==> config.mk <==
export PLATFORM = sky130hd
export DESIGN_NAME = gpsd_ctrl
export DESIGN_NICKNAME = d
export VERILOG_FILES = /design/src/design/granular_pitch_shift_delay_top_assert.svh /design/src/design/gpsd_pkg.sv /design/src/design/gpsd_ctrl.sv
export SDC_FILE = /design/constraint.sdc
export NUM_CORES = 1
export LEC_CHECK = 0
export BUFFER_PORTS_ARGS = -buffer_cell sky130_fd_sc_hd__buf_2
export CORE_MARGIN = 2
export CORE_UTILIZATION = 30
export CTS_BUF_LIST = sky130_fd_sc_hd__clkbuf_4 sky130_fd_sc_hd__clkbuf_8
export CTS_CLUSTER_DIAMETER = 150
export DETAILED_ROUTE_END_ITERATION = 10
export PLACE_DENSITY = 0.47
export SETUP_SLACK_MARGIN = 0.1
export SYNTH_ARGS = -nofsm -noshare
export SYNTH_HDL_FRONTEND = slang
export SYNTH_SLANG_ARGS = --single-unit
==> constraint.sdc <==
create_clock -name clk -period 1.7 [get_ports clk]
set_input_delay 0.085 -clock clk [delete_from_list [all_inputs] [get_ports clk]]
set_output_delay 0.085 -clock clk [all_outputs]
set_load 0.02 [all_outputs]
==> src/design/granular_pitch_shift_delay_top_assert.svh <==
// Assertion macros for the granular pitch shift delay block
`ifndef GRANULAR_PITCH_SHIFT_DELAY_TOP_ASSERT_SVH
`define GRANULAR_PITCH_SHIFT_DELAY_TOP_ASSERT_SVH
`ifndef SYNTHESIS
`define GPSD_ASSERT_IMPL(label, ante, cons) \
	label: assert property (@(posedge clk) disable iff (!arst_n) (ante) |-> (cons)) \
	else $error("assertion failed");
`define GPSD_ASSERT_NEXT(label, ante, cons) \
	label: assert property (@(posedge clk) disable iff (!arst_n) (ante) |=> (cons)) \
	else $error("assertion failed");
`else
`define GPSD_ASSERT_IMPL(label, ante, cons)
`define GPSD_ASSERT_NEXT(label, ante, cons)
`endif
`endif

==> src/design/gpsd_pkg.sv <==
// Package: types, constants and window function for the pitch shift delay
package gpsd_pkg;
	localparam int DelayDepthDef = 262144;
	localparam int WindowSizeDef = 1024;
	localparam int SampleWidthDef = 24;
	localparam int SW = 24;
	localparam int FbCap = 62259;
	localparam int Unity = 65536;
	localparam logic [63:0] Pi30 = 64'd3373259426;

	localparam logic [2:0] REG_PITCH = 3'd0;
	localparam logic [2:0] REG_REVERSE = 3'd1;
	localparam logic [2:0] REG_DELAY = 3'd2;
	localparam logic [2:0] REG_GSTEP = 3'd3;
	localparam logic [2:0] REG_FB = 3'd4;
	localparam logic [2:0] REG_MIX = 3'd5;
	localparam logic [2:0] REG_BTGT = 3'd6;
	localparam logic [2:0] REG_BRATE = 3'd7;

	typedef struct packed {
		logic signed [SW-1:0] left_in;
		logic signed [SW-1:0] right_in;
	} in_beat_t;

	typedef struct packed {
		logic signed [SW-1:0] left_out;
		logic signed [SW-1:0] right_out;
	} out_beat_t;

	typedef struct packed {
		logic [15:0] pitch_ratio;
		logic reverse_mode;
		logic [17:0] delay_samples;
		logic [23:0] grain_step;
		logic [15:0] feedback_gain;
		logic [16:0] wet_mix;
		logic [16:0] bypass_target;
		logic [16:0] bypass_rate;
	} cfg_t;

	// controller to datapath commands
	typedef enum logic [3:0] {
		OP_NONE, OP_START, OP_GRAIN, OP_ADDR, OP_RD0, OP_RD1, OP_INTERP, OP_AMP,
		OP_WET, OP_FB, OP_WRITE, OP_MIX, OP_BYP, OP_OUT
	} op_t;

	typedef struct packed {
		op_t op;
		logic grain;
		logic clear_step;
	} cmd_t;

	typedef struct packed {
		logic clear_done;
	} status_t;

	// half-sine window entry, Q1.16, evaluated at elaboration only
	function automatic logic [16:0] win_value(input int idx, input int size);
		logic [63:0] t, a, term;
		logic signed [63:0] sum, w;
		t = (idx < size - 1 - idx) ? 64'(idx) : 64'(size - 1 - idx);
		a = (Pi30 * t) / 64'(size - 1);
		term = a;
		sum = signed'(a);
		for (int k = 1; k <= 5; k++) begin
			term = (((term * a) >> 30) * a) >> 30;
			term = term / 64'((2 * k) * (2 * k + 1));
			if (k % 2 == 1) sum = sum - signed'(term);
			else sum = sum + signed'(term);
		end
		w = (sum > 0) ? (sum + 64'sd8192) >>> 14 : 64'sd0;
		if (w > 64'sd65536) w = 64'sd65536;
		return w[16:0];
	endfunction

	function automatic logic signed [SW-1:0] sat_s(input logic signed [63:0] x);
		logic signed [63:0] hi, lo;
		hi = (64'sd1 <<< (SW - 1)) - 64'sd1;
		lo = -hi - 64'sd1;
		if (x > hi) return hi[SW-1:0];
		if (x < lo) return lo[SW-1:0];
		return x[SW-1:0];
	endfunction
endpackage

==> src/design/gpsd_ctrl.sv <==
// Controller: sequences one frame through the datapath
module gpsd_ctrl import gpsd_pkg::*; (
	input logic clk,
	input logic arst_n,
	input logic in_valid,
	output logic in_stall,
	output logic out_valid,
	input logic out_stall,
	output cmd_t cmd,
	input status_t status
);
	typedef enum logic [2:0] {S_CLEAR, S_IDLE, S_GRAIN, S_DRAIN} state_t;
	state_t state_q;
	logic [3:0] step_q;
	logic grain_q;
	logic out_valid_q;
	logic out_fire_c;
	op_t op_c;

	// hold the last step while the previous beat still waits
	assign out_fire_c = (state_q == S_DRAIN) && (step_q == 4'd4)
		&& !(out_valid_q && out_stall);
	assign in_stall = (state_q != S_IDLE);
	assign out_valid = out_valid_q;

	always_comb begin
		op_c = OP_NONE;
		unique case (state_q)
			S_IDLE: op_c = (in_valid && !in_stall) ? OP_START : OP_NONE;
			S_GRAIN: begin
				unique case (step_q)
					4'd0: op_c = OP_GRAIN;
					4'd1: op_c = OP_ADDR;
					4'd2: op_c = OP_RD0;
					4'd3: op_c = OP_RD1;
					4'd4: op_c = OP_INTERP;
					4'd5: op_c = OP_AMP;
					default: op_c = OP_WET;
				endcase
			end
			S_DRAIN: begin
				unique case (step_q)
					4'd0: op_c = OP_FB;
					4'd1: op_c = OP_WRITE;
					4'd2: op_c = OP_MIX;
					4'd3: op_c = OP_BYP;
					default: op_c = out_fire_c ? OP_OUT : OP_NONE;
				endcase
			end
			default: op_c = OP_NONE;
		endcase
	end

	assign cmd = '{op: op_c, grain: grain_q, clear_step: state_q == S_CLEAR};

	always_ff @(posedge clk or negedge arst_n) begin
		if (!arst_n) begin
			state_q <= S_CLEAR;
			step_q <= '0;
			grain_q <= 1'b0;
			out_valid_q <= 1'b0;
		end else begin
			if (out_fire_c) out_valid_q <= 1'b1;
			else if (!out_stall) out_valid_q <= 1'b0;
			unique case (state_q)
				S_CLEAR: if (status.clear_done) state_q <= S_IDLE;
				S_IDLE: begin
					if (in_valid && !in_stall) begin
						state_q <= S_GRAIN;
						step_q <= '0;
						grain_q <= 1'b0;
					end
				end
				S_GRAIN: begin
					if (step_q == 4'd6) begin
						step_q <= '0;
						grain_q <= ~grain_q;
						if (grain_q) state_q <= S_DRAIN;
					end else begin
						step_q <= step_q + 4'd1;
					end
				end
				S_DRAIN: begin
					if (step_q == 4'd4) begin
						if (out_fire_c) state_q <= S_IDLE;
					end else begin
						step_q <= step_q + 4'd1;
					end
				end
				default: state_q <= S_IDLE;
			endcase
		end
	end
endmodule

Word-level counts from Yosys, hierarchy flattened
Cells that the tools add are included.

Flip-flop bits (word level): 9. Logic and storage cells: 58. Output and inout bits: 8.

Bitwise logic cells: 1. Mux-type cells: 21. $add $sub $neg: 1. Reduce and logical (&&, ||, !) cells: 13. Equality and inequality tests: 18.

Operator list (count): one-hot mux 4 bit (3 select lines) (2); one-hot mux 4 bit (6 select lines) (1); two-way mux 3 bit (6); two-way mux 4 bit (4); one-hot mux 4 bit (4 select lines) (1); equality test 4 x 3 -> 1 bit (second input constant) (3); one-hot mux 3 bit (4 select lines) (1); != test 2 bit (second input constant) (5); equality test 4 x 2 -> 1 bit (second input constant) (2); equality test 3 x 2 -> 1 bit (second input constant) (2); != test 2 x 1 -> 1 bit (second input constant) (3); AND reduction 3 bit (2); AND reduction 6 bit (1); two-way mux 1 bit (5); adder 4 x 1 -> 4 bit (second input constant) (1); equality test 4 x 1 -> 1 bit (second input constant) (1); logical AND 1 bit (4); logical NOT 4 bit (1); equality test 3 x 1 -> 1 bit (second input constant) (1); logical NOT 3 bit (1); != test 3 x 1 -> 1 bit (second input constant) (1); nonzero test 3 bit (1); logical NOT 1 bit (2); one-hot mux 1 bit (2 select lines) (1); 2 further kinds (2).

Logic depth before layout (Yosys ltp)
Gate-level depths: netlist of run 1.

Depth in word-level cells: 6. Depth in mapped cells: 7.

Worst setup path after synthesis of run 1
No wires, ideal clock.

Path type: reg2out. Start point: reg step_q[0]. End point: out cmd[4] (netlist bit). Arrival: 1.604 ns. Cell stages (with the launch flop): 7. Path slack: 0.011 ns. Required time: 1.615 ns. Cells stage by stage: dfrtp_1 inv_1 ha_1 nor2_1 o32ai_1 a21oi_1 nor3_1.

RTL lines: start, declared (line gpsd_ctrl.sv:14) `logic [3:0] step_q;`; start signal, assigned (line gpsd_ctrl.sv:80) `step_q <= step_q + 4'd1;`; start signal, assigned (line gpsd_ctrl.sv:87) `step_q <= step_q + 4'd1;`; end, declared (line gpsd_ctrl.sv:9) `output cmd_t cmd,`.

==> results of run 1 <==
-- cell usage after synthesis, drive strengths merged --
cell type | instances | area share (%)
a21o | 2 | 1.9
nor4 | 1 | 1.6
or3b | 1 | 1.1
o32ai | 1 | 1.1
or3 | 1 | 1.4
o21ai | 2 | 1.3
a31oi | 1 | 0.80
or2 | 1 | 0.80
xnor2 | 2 | 2.2
nor3 | 2 | 1.9
a21oi | 11 | 7.5
inv | 7 | 3.4
nor4b | 1 | 1.9
buf | 4 | 4.8
and4b | 1 | 1.8
and2 | 1 | 0.96
nand3b | 1 | 2.6
clkbuf | 1 | 0.64
nand2 | 6 | 3.2
a2bb2oi | 1 | 1.1
o31ai | 1 | 2.7
nor3b | 1 | 0.96
dfrtp | 8 | 26
mux2i | 2 | 2.6
ha | 8 | 13
nand3 | 3 | 2.6
mux2 | 2 | 3.4
nor2 | 7 | 3.4
and2b | 3 | 2.9
o21a | 1 | 0.96
-- worst paths after layout --
kind	start	endpoint	cells past startpoint
min reg2reg	grain_q	grain_q	1
max reg2reg	step_q[0]	state_q[1]	7
min in group clk	out_stall	out_valid	3
min	arst_n	state_q[0]	2
max in group asynchronous	arst_n	step_q[1]	2
max	step_q[1]	cmd[2]	6
-- sequential cells by signal, summed over array words and instances (netlist names) --
name,flops
grain_q,1
out_valid,1
state_q,2
step_q,4
-- layer usage --
| metal | track usage (%) | share of wire, % |
|---|---|---|
| met1 | 19.41 | 46 |
| met2 | 25.20 | 49 |
| met3 | 1.613 | 2.9 |
| met4 | 8.537 | 2.1 |
| met5 | 0 | 0 |
-- worst max-delay path: cells and delay by family, from the launching register on --
kind	cells	cell delay, ns
buf+inv	2	0.27
compound gates	2	0.17
simple gates	1	0.36
flops	1	0.46
fa+ha+maj	1	0.16
-- final cells by class --
| type | count | area [um^2] |
|---|---|---|
| clock buffers | 3 | 22.52 |
| multi-input cells | 64 | 671.9 |
| repair buffers | 27 | 197.7 |
| well taps | 30 | 37.54 |
| flip-flops and latches | 8 | 203.9 |
| inverters | 7 | 31.28 |
| fillers | 250 | 1313 |
-- power breakdown --
group          total, mW  internal, mW  switching, mW
sequential         0.382         0.265          0.118
combinational       1.74         0.880          0.864
clock              0.146        0.0808         0.0651
total               2.27          1.23           1.05
-- stage by stage --
stage | cells | hold WS, ns | utilization [%] | TNS (ns)
floorplan | 84 | -0.2106 | - | 0
global placement | 129 | -0.05861 | 36.72 | 0
detailed placement | 129 | -0.05971 | 36.72 | 0
CTS | 138 | 0.1963 | 44.70 | -0.1711
global route | 139 | 0.2125 | 47.02 | -0.4480
finish | 139 | 0.1966 | 47.02 | -0.07390
-- repair_timing --
| item | in CTS | in global routing |
|---|---|---|
| setup endpoints to repair | 6 | 12 |
| endpoints found under the hold margin | 8 | 0 |
| pin swaps | 9 | 5 |
| gates cloned | 0 | 0 |
| gates resized for setup | 33 | 14 |
| buffers inserted | 5 | 1 |
| hold buffers | 1 | 0 |
-- cell families (layout without fill, tap and decap cells) --
| family | count (synthesis) | count (layout) | share of synthesized area, % |
|---|---|---|---|
| and+or+nand+nor | 30 | 30 | 27.08 |
| adders and majority gates | 8 | 8 | 12.82 |
| AOI/OAI and AO/OA | 20 | 20 | 17.47 |
| xor gates and xnor gates | 2 | 2 | 2.244 |
| muxes | 4 | 4 | 5.929 |
| DFF | 8 | 8 | 25.64 |
| buffers and inverters | 12 | 37 | 8.812 |
==> reports/results.tsv, run 1 <==
metric	value	unit
cts_tree	built	
crit_path_start_kind	flip-flop	
ys_seq_area_share	25.64	%
grt_setup_unrepaired	yes	
slowest_stage	dfrtp_2	
die_h	55.02	um
num_rows	18	
synth_fp_nets	97	
cp_data_required_time	1.62	ns
clk_pin_slew_worst_paths	0.06	ns
vdd_ir_drop_max	1.041	mV
period_minus_slack	1.757	ns
drc	0	
ios	13	
final_area	1165	um^2
hpwl	1.420	mm
viasPerCell	4.986	
start_util	31.52	%
synth_area_per_cell	9.295	um^2
drv_cap	0	
nNetsFinal	124	
ys_types	37	
worstMarginPinSlew	0.4126	ns
fp.dieArea	3027	um^2
grt_pass1_wl	3.215	mm
syn_inst	84	
setup_viol	3	
power	2.272	mW
outcome	complete, but fails checks	
hold_class	in2async	
grt-ovfl-total	0	
place_congestion	0.7367	
area_delta_synth_final	49.20	%
grt_max_degree	10	
wl	1.908	mm
cts-buffers-inserted	3	
critPathKind	reg2out	
synth_warnings	0	
grt_pass1_vias	681	
io_buffers	12	
cts_sinks	8	
cts-root-buf	clkbuf_4	
antenna_found_initial	0	
drv_slew	0	
final_cell_mix	13 x buf_4, 9 x buf_2, 7 x a21oi_1	
layout_commonest_cell	buf_4	
clock_latency	0.26	ns
crit_fanout	4	
synth.cell_area	780.7	um^2
synth-seq-cells	8	
fmax	569.1	MHz
p_leak	0.5287	nW
end_kind	primary output	
maxSlewHeadroom	72.49	%
grt_usage	15.30	%
dr.first_iter.drc_count	9	
postRouteAntennaNets	0	
failed_checks	setup timing	
layout_setup_ws	-0.05725	ns
die_w	55.02	um
diodes	0	
powerDensity	1950	nW/um^2
hold_viol	0	
critPathArrivalTime	1.67	ns
dp_slack	0.03758	ns
core_area	2477	um^2
final_layout_size_suffix_gt1_share	63.30	%
clock_skew	0.007959	ns
num_vias	693	
first_pass_iters	4	
rrSetupSlack	0.07	ns
cts.htree.levels	1	
period_share	103.4	%
critical-path-max-stage-delay	0.46	ns
clock_path_buffers	2	
cp_cell_sequence	inv_4 -> ha_4 -> a21oi_2 -> or3b_1 -> a31oi_2 -> buf_4	
wl_per_cell	13.73	um
dpl_cell_area	909.6	um^2
Note: power is estimated with default switching activity, not from simulation.
==> inputs of run 2 (changes only) <==
--- a/config.mk
+++ b/config.mk
@@ -5,6 +5,7 @@
 export SDC_FILE = /design/constraint.sdc
 export NUM_CORES = 1
 export LEC_CHECK = 0
+export ABC_AREA = 1
 export BUFFER_PORTS_ARGS = -buffer_cell sky130_fd_sc_hd__buf_2
 export CORE_MARGIN = 2
 export CORE_UTILIZATION = 30
==> reports/results.tsv, run 2 <==
metric	value	unit	change
ios	13		unchanged
setup_viol	0		-3
end_kind	primary output		
yosysTopAreaCell	dfrtp_1		
critPathArrivalTime	1.61	ns	-0.06 ns
whs_endpoint	out_valid		
cts_sinks	8		unchanged
dr.first_iter.drc_count	9		unchanged
core_area	2477	um^2	unchanged
clk_pin_slew_worst_paths	0.05	ns	about the same
fill_cells	273		+9.2%
powerDensity	2076	nW/um^2	+6.5%
period_share	99.49	%	-3.9 points
first_pass_iters	4		unchanged
hpwl	1.358	mm	-4.4%
wl	1.692	mm	-11%
drv_cap	0		unchanged
antenna_found_initial	0		unchanged
nNetsFinal	131		+5.6%
r2r_start	state_q[0]		
final_cell_mix	20 x nand2_1, 10 x nand3_1, 9 x inv_1		
clock_latency	0.25	ns	about the same
postRouteAntennaNets	0		unchanged
synth.cell_area	784.5	um^2	+0.48%
synth_flop_cell	dfrtp_1		
place_congestion	0.7810		+6.0%
synth_most_common_cell	nand2_1		
synth_edf_count	0		unchanged
critPathKind	reg2out		
diodes	0		unchanged
grt_pass1_wl	3.022	mm	-6.0%
cts.htree.levels	1		unchanged
hold_depth	3		
top_regs	step_q (4), state_q (2)		
fin_util	40.96	%	-6.1 points
ys_async_sr_fraction	100.0	%	unchanged
ys_types	27		-27%
grt-ovfl-total	0		unchanged
largest_register_ffs	4		unchanged
cts_tree	built		
fp.dieArea	3040	um^2	+0.44%
netlist.area_leader.share	25.52	%	-0.12 points
grt_usage	14.01	%	-1.3 points
final_layout_size_suffix_gt1_share	43.10	%	-20 points
die_h	55.14	um	+0.22%
area_delta_synth_final	29.35	%	
num_rows	18		unchanged
maxSlewHeadroom	76.72	%	+4.2 points
grt_pass1_vias	688		+1.0%
start_util	31.67	%	+0.15 points
clock_skew	0.004578	ns	-0.003382 ns
fmax	591.2	MHz	+3.9%
hold_class	in2reg		
synth_fp_nets	112		+15%
hold_viol	0		unchanged
tns	0	ns	+0.07390 ns
outcome	complete, no violations		
crit_fanout	5		+1
layout_commonest_cell	nand2_1		
synth_warnings	0		unchanged
cts-buffers-inserted	3		unchanged
die_w	55.14	um	+0.22%
final_area	1015	um^2	-13%
io_buffers	12		unchanged
dpl_cell_area	873.3	um^2	-4.0%
period_minus_slack	1.691	ns	-0.06591 ns
top_register	step_q		
rrSetupSlack	0.25	ns	+0.18 ns
viasPerCell	4.644		-6.9%
clock_path_buffers	2		unchanged
grt_max_degree	10		unchanged
ys_seq_area_share	25.52	%	-0.12 points
drv_slew	0		unchanged
grt_setup_unrepaired	yes		
synth_area_leaders	dfrtp_1 26%, ha_1 13%, nand2_1 9.6%		
reg2reg_depth	9		+2
synth_area_per_cell	7.924	um^2	-15%
synth-seq-cells	8		unchanged
worstMarginPinSlew	0.3492	ns	-0.06345 ns
syn_inst	99		+18%
drc	0		unchanged
cp_data_required_time	1.62	ns	about the same
r2r-end	state_q[0]		
min_from	out_stall		
p_leak	0.4633	nW	-12%
ys_top_cells_by_count	20 x nand2_1, 11 x inv_1, 10 x nand3_1		
wl_per_cell	11.59	um	-16%
cts-root-buf	clkbuf_4		
num_vias	678		-2.2%
vdd_ir_drop_max	0.8416	mV	-19%
crit_path_start_kind	flip-flop		
-- run 2: through the flow --
step           power [mW]  setup slack, ns  instances  hold slack (ns)
5_1_grt             2.336         -0.09025        146           0.1480
3_5_place_dp        1.724           0.1180        140         -0.05562
4_1_cts             2.087        -0.003448        145           0.1359
3_3_place_gp        1.732           0.1281        140         -0.05790
2_1_floorplan       1.445           0.1973         99          -0.2106
6_report            2.107         0.008658        146           0.1384
-- run 2: worst max-delay path by stage --
| stage | from | endpoint | slack [ns] |
|---|---|---|---|
| 6_report | step_q[1] | cmd[2] | 0.009 |
| 2_1_floorplan | step_q[0] | cmd[3] | 0.20 |
| 3_3_place_gp | step_q[0] | cmd[2] | 0.13 |
| 4_1_cts | step_q[1] | cmd[4] | -0.003 |
| 5_1_grt | step_q[1] | cmd[2] | -0.09 |
| 3_5_place_dp | step_q[0] | cmd[2] | 0.12 |
-- run 2: area by class of cell --
class	instances	area, um^2	share of cell area, %
well taps	30	37.54	3.699
inverters	15	61.31	6.042
flip-flops and latches	8	201.4	19.85
repair buffers	17	117.6	11.59
clock buffers	3	22.52	2.219
multi-input cells	73	574.3	56.60
-- run 2: routing by layer --
layer | global-route usage [%] | wire, um | share of wire, % | up-vias
met1 | 18.62 | 808 | 48 | 304
met3 | 1.075 | 64 | 3.8 | 2
met5 | 0 | 0 | 0 | -
met2 | 22.62 | 803 | 47 | 13
li1 | - | - | - | 359
met4 | 7.317 | 16 | 0.95 | 0
-- run 2: cells by family after synthesis --
logic type | Yosys count | synth area share, %
simple gates | 44 | 33.49
compound gates | 19 | 15.47
xor+xnor | 2 | 2.233
fa+ha+maj | 8 | 12.76
flops | 8 | 25.52
buf+inv | 18 | 10.53
-- run 2: worst max-delay path, cell delays in order (launching register included) --
cell and delay [ns]:
dfrtp_2 0.46, ha_2 0.23, o21ai_4 0.19, nand2_1 0.07, nand2_1 0.08, nand3_2 0.08
a21oi_2 0.11, buf_4 0.14
-- run 2: report_power, final --
part           internal [mW]  switching [mW]
sequential             0.272           0.112
clock                 0.0804          0.0592
combinational          0.668           0.915
-- run 2: repair_timing --
item                                    4_1_cts  5_1_grt
hold buffers                                  1        0
endpoints found under the hold margin         8        0
buffers inserted                              1        1
pin swaps                                     5        1
endpoints found under the setup margin        4        6
resized for setup                            20        4
